## src/adp_pkg.sv

```systemverilog
// ---------------------------------------------------------------------------
// adp_pkg: shared types and constants for the angle-domain pruning block
// Opcodes, datapath commands, control/status structs and fixed widths of
// the normalized vector arithmetic.
// ---------------------------------------------------------------------------
package adp_pkg;

   // default geometry
   localparam int COORD_WIDTH   = 20;
   localparam int COS_FRAC_BITS = 16;

   // normalized magnitudes lie in [2^29, 2^30)
   localparam int NORM_LO_BIT = 29;
   localparam int NORM_HI_BIT = 30;
   localparam int NORM_WIDTH  = 30;
   // sum of squares and integer root
   localparam int SQ_WIDTH    = 62;
   localparam int ROOT_WIDTH  = 32;

   typedef enum logic [1:0] {
      OP_ANCHOR_I = 2'd0,
      OP_ANCHOR_J = 2'd1,
      OP_POINT_I  = 2'd2,
      OP_POINT_J  = 2'd3
   } opcode_type;

   // vector slots
   localparam logic [1:0] VSEL_IJ = 2'd0;  // I - J
   localparam logic [1:0] VSEL_PJ = 2'd1;  // P - J
   localparam logic [1:0] VSEL_PI = 2'd2;  // P - I

   // cosine select
   localparam logic CSEL_J = 1'b0;
   localparam logic CSEL_I = 1'b1;

   typedef enum logic [3:0] {
      CMD_NONE,
      CMD_ANCHOR_I,
      CMD_ANCHOR_J,
      CMD_VLOAD,
      CMD_NORM,
      CMD_SQUARE,
      CMD_SQSUM,
      CMD_SQRT,
      CMD_DIV,
      CMD_STORE,
      CMD_MUL,
      CMD_SUM,
      CMD_UPDATE,
      CMD_RESULT
   } dp_cmd_type;

   typedef struct packed {
      dp_cmd_type cmd;
      logic       accept;
      logic [1:0] vsel;
      logic       csel;
   } dp_ctrl_type;

   typedef struct packed {
      logic norm_done;
      logic vec_zero;
      logic sqrt_last;
      logic div_last;
   } dp_stat_type;

endpackage

```

## src/adp_ctrl.sv

```systemverilog
// ---------------------------------------------------------------------------
// adp_ctrl: sequencer for the angle-domain pruning datapath
// Steps each point through three unit vectors, two cosines and the final
// update or result beat.
// ---------------------------------------------------------------------------
module adp_ctrl (
   input  logic                  clock,
   input  logic                  reset,
   input  logic                  req_valid,
   input  adp_pkg::opcode_type   opcode,
   input  logic                  rsp_ready,
   input  adp_pkg::dp_stat_type  stat,
   output adp_pkg::dp_ctrl_type  ctl,
   output logic                  req_ready,
   output logic                  rsp_valid
);

   typedef enum logic [3:0] {
      S_IDLE, S_DISPATCH, S_VLOAD, S_NORM, S_SQUARE, S_SQSUM, S_SQRT,
      S_DIV, S_STORE, S_MULJ, S_SUMJ, S_MULI, S_SUMI, S_FINISH, S_OUT
   } state_type;

   state_type           state_ff, state_in;
   adp_pkg::opcode_type op_ff;
   logic [1:0]          vsel_ff;
   logic                ready_ff, valid_ff;
   logic                accept, out_fire;

   assign accept   = req_valid & ready_ff;
   assign out_fire = (state_ff == S_OUT) & (!valid_ff | rsp_ready);

   // next state
   always_comb begin
      state_in = state_ff;
      case (state_ff)
         S_IDLE:     if (accept) state_in = S_DISPATCH;
         S_DISPATCH: begin
            if (op_ff == adp_pkg::OP_ANCHOR_I || op_ff == adp_pkg::OP_ANCHOR_J)
               state_in = S_IDLE;
            else
               state_in = S_VLOAD;
         end
         S_VLOAD:  state_in = S_NORM;
         S_NORM:   if (stat.norm_done) state_in = stat.vec_zero ? S_STORE : S_SQUARE;
         S_SQUARE: state_in = S_SQSUM;
         S_SQSUM:  state_in = S_SQRT;
         S_SQRT:   if (stat.sqrt_last) state_in = S_DIV;
         S_DIV:    if (stat.div_last) state_in = S_STORE;
         S_STORE:  state_in = (vsel_ff == adp_pkg::VSEL_PI) ? S_MULJ : S_VLOAD;
         S_MULJ:   state_in = S_SUMJ;
         S_SUMJ:   state_in = S_MULI;
         S_MULI:   state_in = S_SUMI;
         S_SUMI:   state_in = S_FINISH;
         S_FINISH: state_in = (op_ff == adp_pkg::OP_POINT_J) ? S_OUT : S_IDLE;
         S_OUT:    if (out_fire) state_in = S_IDLE;
         default:  state_in = S_IDLE;
      endcase
   end

   // command decode
   always_comb begin
      ctl.accept = accept;
      ctl.vsel   = vsel_ff;
      ctl.csel   = (state_ff == S_MULI || state_ff == S_SUMI)
                   ? adp_pkg::CSEL_I : adp_pkg::CSEL_J;
      case (state_ff)
         S_DISPATCH: begin
            if (op_ff == adp_pkg::OP_ANCHOR_I)      ctl.cmd = adp_pkg::CMD_ANCHOR_I;
            else if (op_ff == adp_pkg::OP_ANCHOR_J) ctl.cmd = adp_pkg::CMD_ANCHOR_J;
            else                                    ctl.cmd = adp_pkg::CMD_NONE;
         end
         S_VLOAD:  ctl.cmd = adp_pkg::CMD_VLOAD;
         S_NORM:   ctl.cmd = adp_pkg::CMD_NORM;
         S_SQUARE: ctl.cmd = adp_pkg::CMD_SQUARE;
         S_SQSUM:  ctl.cmd = adp_pkg::CMD_SQSUM;
         S_SQRT:   ctl.cmd = adp_pkg::CMD_SQRT;
         S_DIV:    ctl.cmd = adp_pkg::CMD_DIV;
         S_STORE:  ctl.cmd = adp_pkg::CMD_STORE;
         S_MULJ, S_MULI: ctl.cmd = adp_pkg::CMD_MUL;
         S_SUMJ, S_SUMI: ctl.cmd = adp_pkg::CMD_SUM;
         S_FINISH: ctl.cmd = (op_ff == adp_pkg::OP_POINT_I)
                             ? adp_pkg::CMD_UPDATE : adp_pkg::CMD_NONE;
         S_OUT:    ctl.cmd = out_fire ? adp_pkg::CMD_RESULT : adp_pkg::CMD_NONE;
         default:  ctl.cmd = adp_pkg::CMD_NONE;
      endcase
   end

   // state and registered outputs
   always_ff @(posedge clock) begin
      if (reset) begin
         state_ff <= S_IDLE;
         ready_ff <= 1'b1;
         valid_ff <= 1'b0;
         vsel_ff  <= adp_pkg::VSEL_IJ;
         op_ff    <= adp_pkg::OP_ANCHOR_I;
      end else begin
         state_ff <= state_in;
         ready_ff <= (state_in == S_IDLE);
         if (accept) op_ff <= opcode;
         if (state_ff == S_DISPATCH) vsel_ff <= adp_pkg::VSEL_IJ;
         else if (state_ff == S_STORE) vsel_ff <= vsel_ff + 2'd1;
         if (out_fire) valid_ff <= 1'b1;
         else if (rsp_ready) valid_ff <= 1'b0;
      end
   end

   assign req_ready = ready_ff;
   assign rsp_valid = valid_ff;

endmodule

```

## config.mk

```make
export PLATFORM = sky130hd
export DESIGN_NAME = adp_ctrl
export DESIGN_NICKNAME = d
export VERILOG_FILES = /design/src/adp_pkg.sv /design/src/adp_ctrl.sv
export SDC_FILE = /design/constraint.sdc
export NUM_CORES = 1
export LEC_CHECK = 0
export BUFFER_PORTS_ARGS = -buffer_cell sky130_fd_sc_hd__buf_2
export CAP_MARGIN = 25
export CORE_UTILIZATION = 58
export CTS_BUF_LIST = sky130_fd_sc_hd__clkbuf_8
export DETAILED_ROUTE_END_ITERATION = 16
export PLACE_DENSITY = 0.92
export SLEW_MARGIN = 20
export SYNTH_ARGS = -nofsm -noshare
export SYNTH_HDL_FRONTEND = slang
export SYNTH_SLANG_ARGS = --single-unit
export TNS_END_PERCENT = 10
```

## constraint.sdc

```tcl
create_clock -name clock -period 2.1 [get_ports clock]
set_clock_uncertainty 0.1 [all_clocks]
set_input_delay 0.21 -clock clock [delete_from_list [all_inputs] [get_ports clock]]
set_output_delay 0.21 -clock clock [all_outputs]
set_load 0.03 [all_outputs]
```

# After elaboration in Yosys (flattened, before gate mapping)
# Index checks and enable logic that the tools add are counted.
[totals] register_bits=10 input_bits=10 output_inout_bits=10 word_cells=55
[op_classes] addsub=1 n_eq_ne=18 muxes=18 bitwise=3 n_reduce_logical=10
[ops] op="one-hot mux 4 bit (15 select lines)" n=1
[ops] op="one-hot mux 4 bit (12 select lines)" n=1
[ops] op="2-to-1 mux 4 bit" n=10
[ops] op="equality test 4 bit, second input constant" n=7
[ops] op="equality test 4 x 3 -> 1 bit, second input constant" n=4
[ops] op="equality test 4 x 2 -> 1 bit, second input constant" n=2
[ops] op="logical NOT 4 bit" n=2
[ops] op="equality test 2 bit, second input constant" n=3
[ops] op="2-to-1 mux 2 bit" n=3
[ops] op="OR reduction 2 bit" n=3
[ops] op="equality test 4 x 1 -> 1 bit, second input constant" n=1
[ops] op="2-to-1 mux 1 bit" n=3
[ops] op="adder 2 x 1 -> 2 bit, second input constant" n=1
[ops] op="AND 1 bit" n=2
[ops] op="equality test 2 x 1 -> 1 bit, second input constant" n=1
[ops] op="logical NOT 2 bit" n=1
[ops] op="logical OR 1 bit" n=2
[ops] op="nonzero test 2 bit" n=1
[ops] op="logical NOT 1 bit" n=1
[ops] op="bitwise OR 1 bit" n=1

# Logic depth before layout (Yosys ltp)
# Gate-level depths: netlist of run 1.
[logic_depth] word_depth=6 depth_mapped=7 ltp_nobuf=6

# Worst setup path after synthesis of run 1
# No wires, ideal clock.
[synth_timing] path_type="reg-to-output" from="reg state_ff[0]" to="out ctl[5] (netlist name)" arrival_ns=1.539 t_required_ns=1.790 slack_ns=0.251 path_stages_with_launch=7 path_buffers=2 cell_sequence="dfxtp_1 > buf_4 > buf_2 > o21ai_0 > a211oi_1 > a31oi_1 > a31oi_1"
[synth_rtl] element="start, declared" line="adp_ctrl.sv:23" text="state_type state_ff, state_in;"
[synth_rtl] element="start signal, assigned" line="adp_ctrl.sv:97" text="state_ff <= state_in;"
[synth_rtl] element="end, declared" line="adp_ctrl.sv:13" text="output adp_pkg::dp_ctrl_type ctl,"

==> impl_metrics.tcl, run 1 <==
set metrics [dict create \
    drc_errors 0 \
    vias 866 \
    ios 20 \
    wirelength_mm 2.226 \
    start_util_pct 67.09 \
    cts.sinks 10 \
    crit_arrival_ns 1.65 \
    core-area_um2 1186 \
    port_buffers 19 \
    drive_above_1_share_pct 34.45 \
    die_height_um 39.04 \
    via_per_inst 6.511 \
    finish.utilization_pct 77.85 \
    power_density_nw_per_um2 968.2 \
    cp_max_fo 18 \
    slowest_stage "dfxtp_2" \
    synth_edf_count 0 \
    wl_per_cell_um 16.74 \
    clk_pin_slew_worst_paths_ns 0.05 \
    synth_area_um2 795.8 \
    yosys.cell_types.count 44 \
    synth.most_common_cell "nand2_1" \
    area_growth_pct 16.04 \
    cts-htree-levels 1 \
    synthFlopType "dfxtp_1" \
    ir_worst_vdd_uv 749.2 \
    crit_required_ns 1.79 \
    grt_usage_pct 34.49 \
    grt-ovfl-total 0 \
    postCtsHoldBufs 0 \
    synth_top_area_share_pct 25.16 \
    crit_family "flip-flops" \
    synth_common_cells "nand2_1, dfxtp_1, a21oi_1, a31oi_1" \
    firstDrtPassIters 5 \
    cp_num_buf_inv 1 \
    crit_chain "nor2b_1, nand2_1, o22ai_1, nand3_1, o21ai_0, buf_2" \
    syn-num-nets 113 \
    hp-class "in2reg" \
    grt_setup_unrepaired "no" \
    synth_area_per_cell_um2 7.802 \
    grt_pass1_vias 744 \
    grt_pass1_wl_mm 3.470 \
    antenna_found_initial 0 \
    die_w_um 39.04 \
    drv_slew 0 \
    insertedDiodeCount 0 \
    tritoncts "done" \
    synth_top_cell_by_area "dfxtp_1" \
    tightestPinTransition_ns 0.4713 \
    multi_input_area_um2 509.2 \
    netlist_instances 102 \
    die_area_um2 1524 \
    relSlewSlack_pct 67.77 \
    clk_latency_ns 0.23 \
    num_rows 12 \
    post-route-period-util_pct 93.16 \
    clockRootBuffer "clkbuf_8" \
    drtAntennaViolNets 0 \
    grt_max_degree 22 \
    outcome "finished, final reports clean" \
    drtIter0Drc 65 \
    hold_viol_final 0 \
    cts_made_buffers 3 \
    ys_warn_count 0 \
    dp_hpwl_mm 1.487 \
    post_cts_buffers 0 \
    n_fill_cell 90 \
    max_stage_delay_ns 0.50 \
    leakage_uw 0.0003690 \
    setup_viol 0 \
    crit_path_end_kind "primary output" \
    yosys-top-cells-area "dfxtp_1, nand2_1, a31oi_1" \
    cp-start-kind "register" \
    place_congestion 0.8996 \
    cts_buffer_depth 2 \
    ys_seq_area_share_pct 25.16 \
    fin_crit_ns 1.956 \
    critPathKind "reg2out" \
    num-nets-final 131 \
    max_freq_ghz 0.5111 \
    cap_violations 0 \
    ys_ff_latch 10 \
    ys_async_sr_fraction_pct 0 \
    tns_ns 0 \
    seqCellArea_um2 205.2 \
]
flip-flops by register name, indices dropped and copies added (netlist names):
| name | flops |
|---|---|
| rsp_valid | 1 |
| vsel_ff | 2 |
| req_ready | 1 |
| op_ff | 2 |
| state_ff | 4 |
tightest hold or removal path, delay by kind of cell:
kind                   cells  cell delay (ns)
and+or+nand+nor            1             0.05
buffers and inverters      1             0.09
AOI/OAI and AO/OA          1             0.05
cell families (layout without fill, tap and decap cells):
kind of cell,count (synthesis),after routing,synth area share [%]
AOI/OAI and AO/OA,38,38,33.81
xor gates and xnor gates,1,1,1.101
adders and majority gates,1,1,1.572
buffers and inverters,14,31,10.85
DFF,10,10,25.16
muxes,1,1,1.258
and+or+nand+nor,37,37,26.26
final cells by class:
class	count	share of cell area (%)
Clock buffer	4	5.962
Inverter	5	2.033
Multi-Input combinational cell	78	55.15
Sequential cell	10	22.22
Tap cell	14	1.897
Timing Repair Buffer	22	12.74
final timing paths:
path / start / to / slack (ns) / cells past startpoint
hold reg to reg: vsel_ff[0] / vsel_ff[0] / 0.42 / 2
setup / recovery: state_ff[0] / ctl[6] / 0.14 / 6
hold / removal: opcode[0] / op_ff[0] / 0.11 / 3
setup reg to reg: vsel_ff[0] / req_ready / 0.38 / 6
metrics by stage:
stage	instances	hold WS (ns)	setup WS, ns	area [um^2]	total power, uW
finish	133	0.1150	0.1436	923.4	894.0
global route	133	0.1199	0.03218	923.4	933.7
CTS	133	0.1184	0.07593	920.9	877.8
detailed placement	129	0.3659	0.2014	863.3	633.2
global placement	129	0.3560	0.2861	863.3	618.8
floorplan	102	0.1791	0.2508	795.8	568.2
repair_timing:
item                       CTS  global route
setup endpoints to repair    2             3
gates resized for setup      2             2
pin swaps                    0             0
power by group:
group / internal (uW) / switching (uW) / leakage [uW] / total, uW
registers: 221 / 70.4 / 0.0000833 / 291
clock network: 165 / 74.5 / 0.0000288 / 239
logic: 145 / 219 / 0.000257 / 364
total: 530 / 364 / 0.000369 / 894
metal layers:
layer | GRT usage (%) | wire, um | part of all wire (%) | vias to the layer above
met1 | 42.31 | 834 | 37 | 389
li1 | - | - | - | 405
met2 | 56.25 | 1110 | 50 | 62
met5 | 0 | 0 | 0 | -
met3 | 7.514 | 206 | 9.3 | 10
met4 | 16.38 | 75 | 3.4 | 0
layout by cell type, fill, tap and decap left out, types with 2 or more instances in the layout:
master     n
buf_2     19
nand2_1   16
a31oi_1    6
a21oi_1    6
dfxtp_1    6
inv_1      5
o21ai_0    5
clkbuf_8   4
dfxtp_2    4
nor2b_1    3
nand2b_1   3
nor2_1     3
buf_4      3
o22ai_1    2
nand3_1    2
a211oi_1   2
a22o_2     2
(Power assumes the default switching activity.)
==> inputs of run 2 (changes only) <==
--- a/config.mk
+++ b/config.mk
@@ -10,9 +10,8 @@
 export CORE_UTILIZATION = 58
 export CTS_BUF_LIST = sky130_fd_sc_hd__clkbuf_8
 export DETAILED_ROUTE_END_ITERATION = 16
-export PLACE_DENSITY = 0.92
+export PLACE_DENSITY = 0.89
 export SLEW_MARGIN = 20
 export SYNTH_ARGS = -nofsm -noshare
 export SYNTH_HDL_FRONTEND = slang
 export SYNTH_SLANG_ARGS = --single-unit
-export TNS_END_PERCENT = 10
==> impl_metrics.tcl, run 2 (synthesis results as in run 1) <==
set metrics [dict create \
    whs_ns 0.1156 \
    grt_usage_pct 34.25 \
    tightestPinTransition_ns 0.4008 \
    final_common_cell "buf_2" \
    tritoncts "done" \
    insertedDiodeCount 0 \
    firstDrtPassIters 4 \
    core-area_um2 1186 \
    port_buffers 19 \
    cp-start-kind "register" \
    clockRootBuffer "clkbuf_8" \
    hp-class "in2reg" \
    final_cells 134 \
    largestRegisters "state_ff x4, op_ff x2, vsel_ff x2" \
    outcome "finished, final reports clean" \
    place_congestion 0.9097 \
    fin_crit_ns 1.873 \
    switching_power_uw 343.4 \
    num-nets-final 132 \
    clk_latency_ns 0.23 \
    post-route-period-util_pct 89.21 \
    tns_ns 0 \
    drtAntennaViolNets 0 \
    leakage_uw 0.0003744 \
    antenna_found_initial 0 \
    cts_made_buffers 3 \
    grt_max_degree 21 \
    grt-ovfl-total 0 \
    start_util_pct 67.09 \
    setup_viol 0 \
    max_freq_ghz 0.5338 \
    num_rows 12 \
    power.share.clock_pct 26.9 \
    use_met2_pct 59.17 \
    grt_util_met1_pct 43.01 \
    die_area_um2 1524 \
    hold_viol_final 0 \
    drive_above_1_share_pct 35.00 \
    ios 20 \
    wl_per_cell_um 15.26 \
    cts.sinks 10 \
    grt_pass1_vias 776 \
    crit_required_ns 1.79 \
    crit_path_end_kind "primary output" \
    relSlewSlack_pct 72.59 \
    grt-busiest-layer "met2" \
    cap_violations 0 \
    die_w_um 39.04 \
    grt_setup_unrepaired "no" \
    largest_reg_flops 4 \
    crit_arrival_ns 1.56 \
    final_cell_mix "buf_2, nand2_1, a31oi_1, a21oi_1, dfxtp_1" \
    grt_util_met3_pct 3.468 \
    via_per_inst 6.403 \
    post_cts_buffers 0 \
    dp_hpwl_mm 1.436 \
    power_density_nw_per_um2 938.7 \
    critPathKind "reg2out" \
    vias 858 \
    wirelength_mm 2.045 \
    grt_pass1_wl_mm 3.470 \
    cp_max_fo 20 \
    dpl.cell_count 130 \
    drc_errors 0 \
    cts_buffer_depth 2 \
    seq_power_share_pct 33.0 \
    die_height_um 39.04 \
    clk_pin_slew_worst_paths_ns 0.05 \
    ir_worst_vdd_uv 663.0 \
    cts-htree-levels 1 \
    drv_slew 0 \
    largest_register "state_ff" \
    p_sw_share_pct 39.30 \
    drtIter0Drc 57 \
    p_int_uw 530.4 \
    combPwrFrac_pct 40.1 \
    area_growth_pct 16.98 \
]
run 2: power groups by stage:
stage                     Clock (uW)  Sequential (uW)  Combinational [uW]
after CTS                        237              281                 349
after floorplan                    0              254                 314
after global placement             0              281                 334
after detailed placement           0              285                 341
after global routing             251              295                 380
final                            235              288                 351
run 2: per-layer routing:
layer | wire [um] | up-vias
met5 | 0 | -
met4 | 24 | 0
met3 | 153 | 4
met2 | 1044 | 53
met1 | 823 | 393
li1 | - | 408
run 2: final timing paths:
check	cells past startpoint	end	slack (ns)	from
setup / recovery	6	ctl[6]	0.23	state_ff[0]
hold / removal	3	op_ff[0]	0.12	opcode[0]
setup reg to reg	6	req_ready	0.44	vsel_ff[0]
hold reg to reg	2	vsel_ff[0]	0.42	vsel_ff[0]
run 2: final cells by class:
type                    instances  area, um^2
clock buffers                   4       55.05
fillers                        80       255.2
inverters                       5       18.77
multi-input cells              78       509.2
flip-flops and latches         10       205.2
well taps                      14       17.52
repair buffers                 23       125.1
run 2: what timing repair did:
action                     CTS  global route
hold buffers                 0             0
gates resized for setup      0             4
setup endpoints to repair    0             4
run 2: metrics by stage:
step	instance area, um^2	utilization (%)	total power [uW]	worst slack (ns)
3_5_place_dp	870.8	73.42	626.0	0.2671
2_1_floorplan	795.8	-	568.2	0.2508
5_1_grt	930.9	78.48	926.8	0.05668
4_1_cts	925.9	78.06	867.0	0.02738
3_3_place_gp	870.8	73.42	614.8	0.3368
6_report	930.9	78.48	873.8	0.2266
run 2: critical path, cell delays in order, from the launching register on:
cell     delay, ns
dfxtp_2       0.51
nor2b_1       0.22
nand2_1       0.07
o22ai_1       0.13
nand3_1       0.11
o21ai_0       0.08
buf_2         0.21
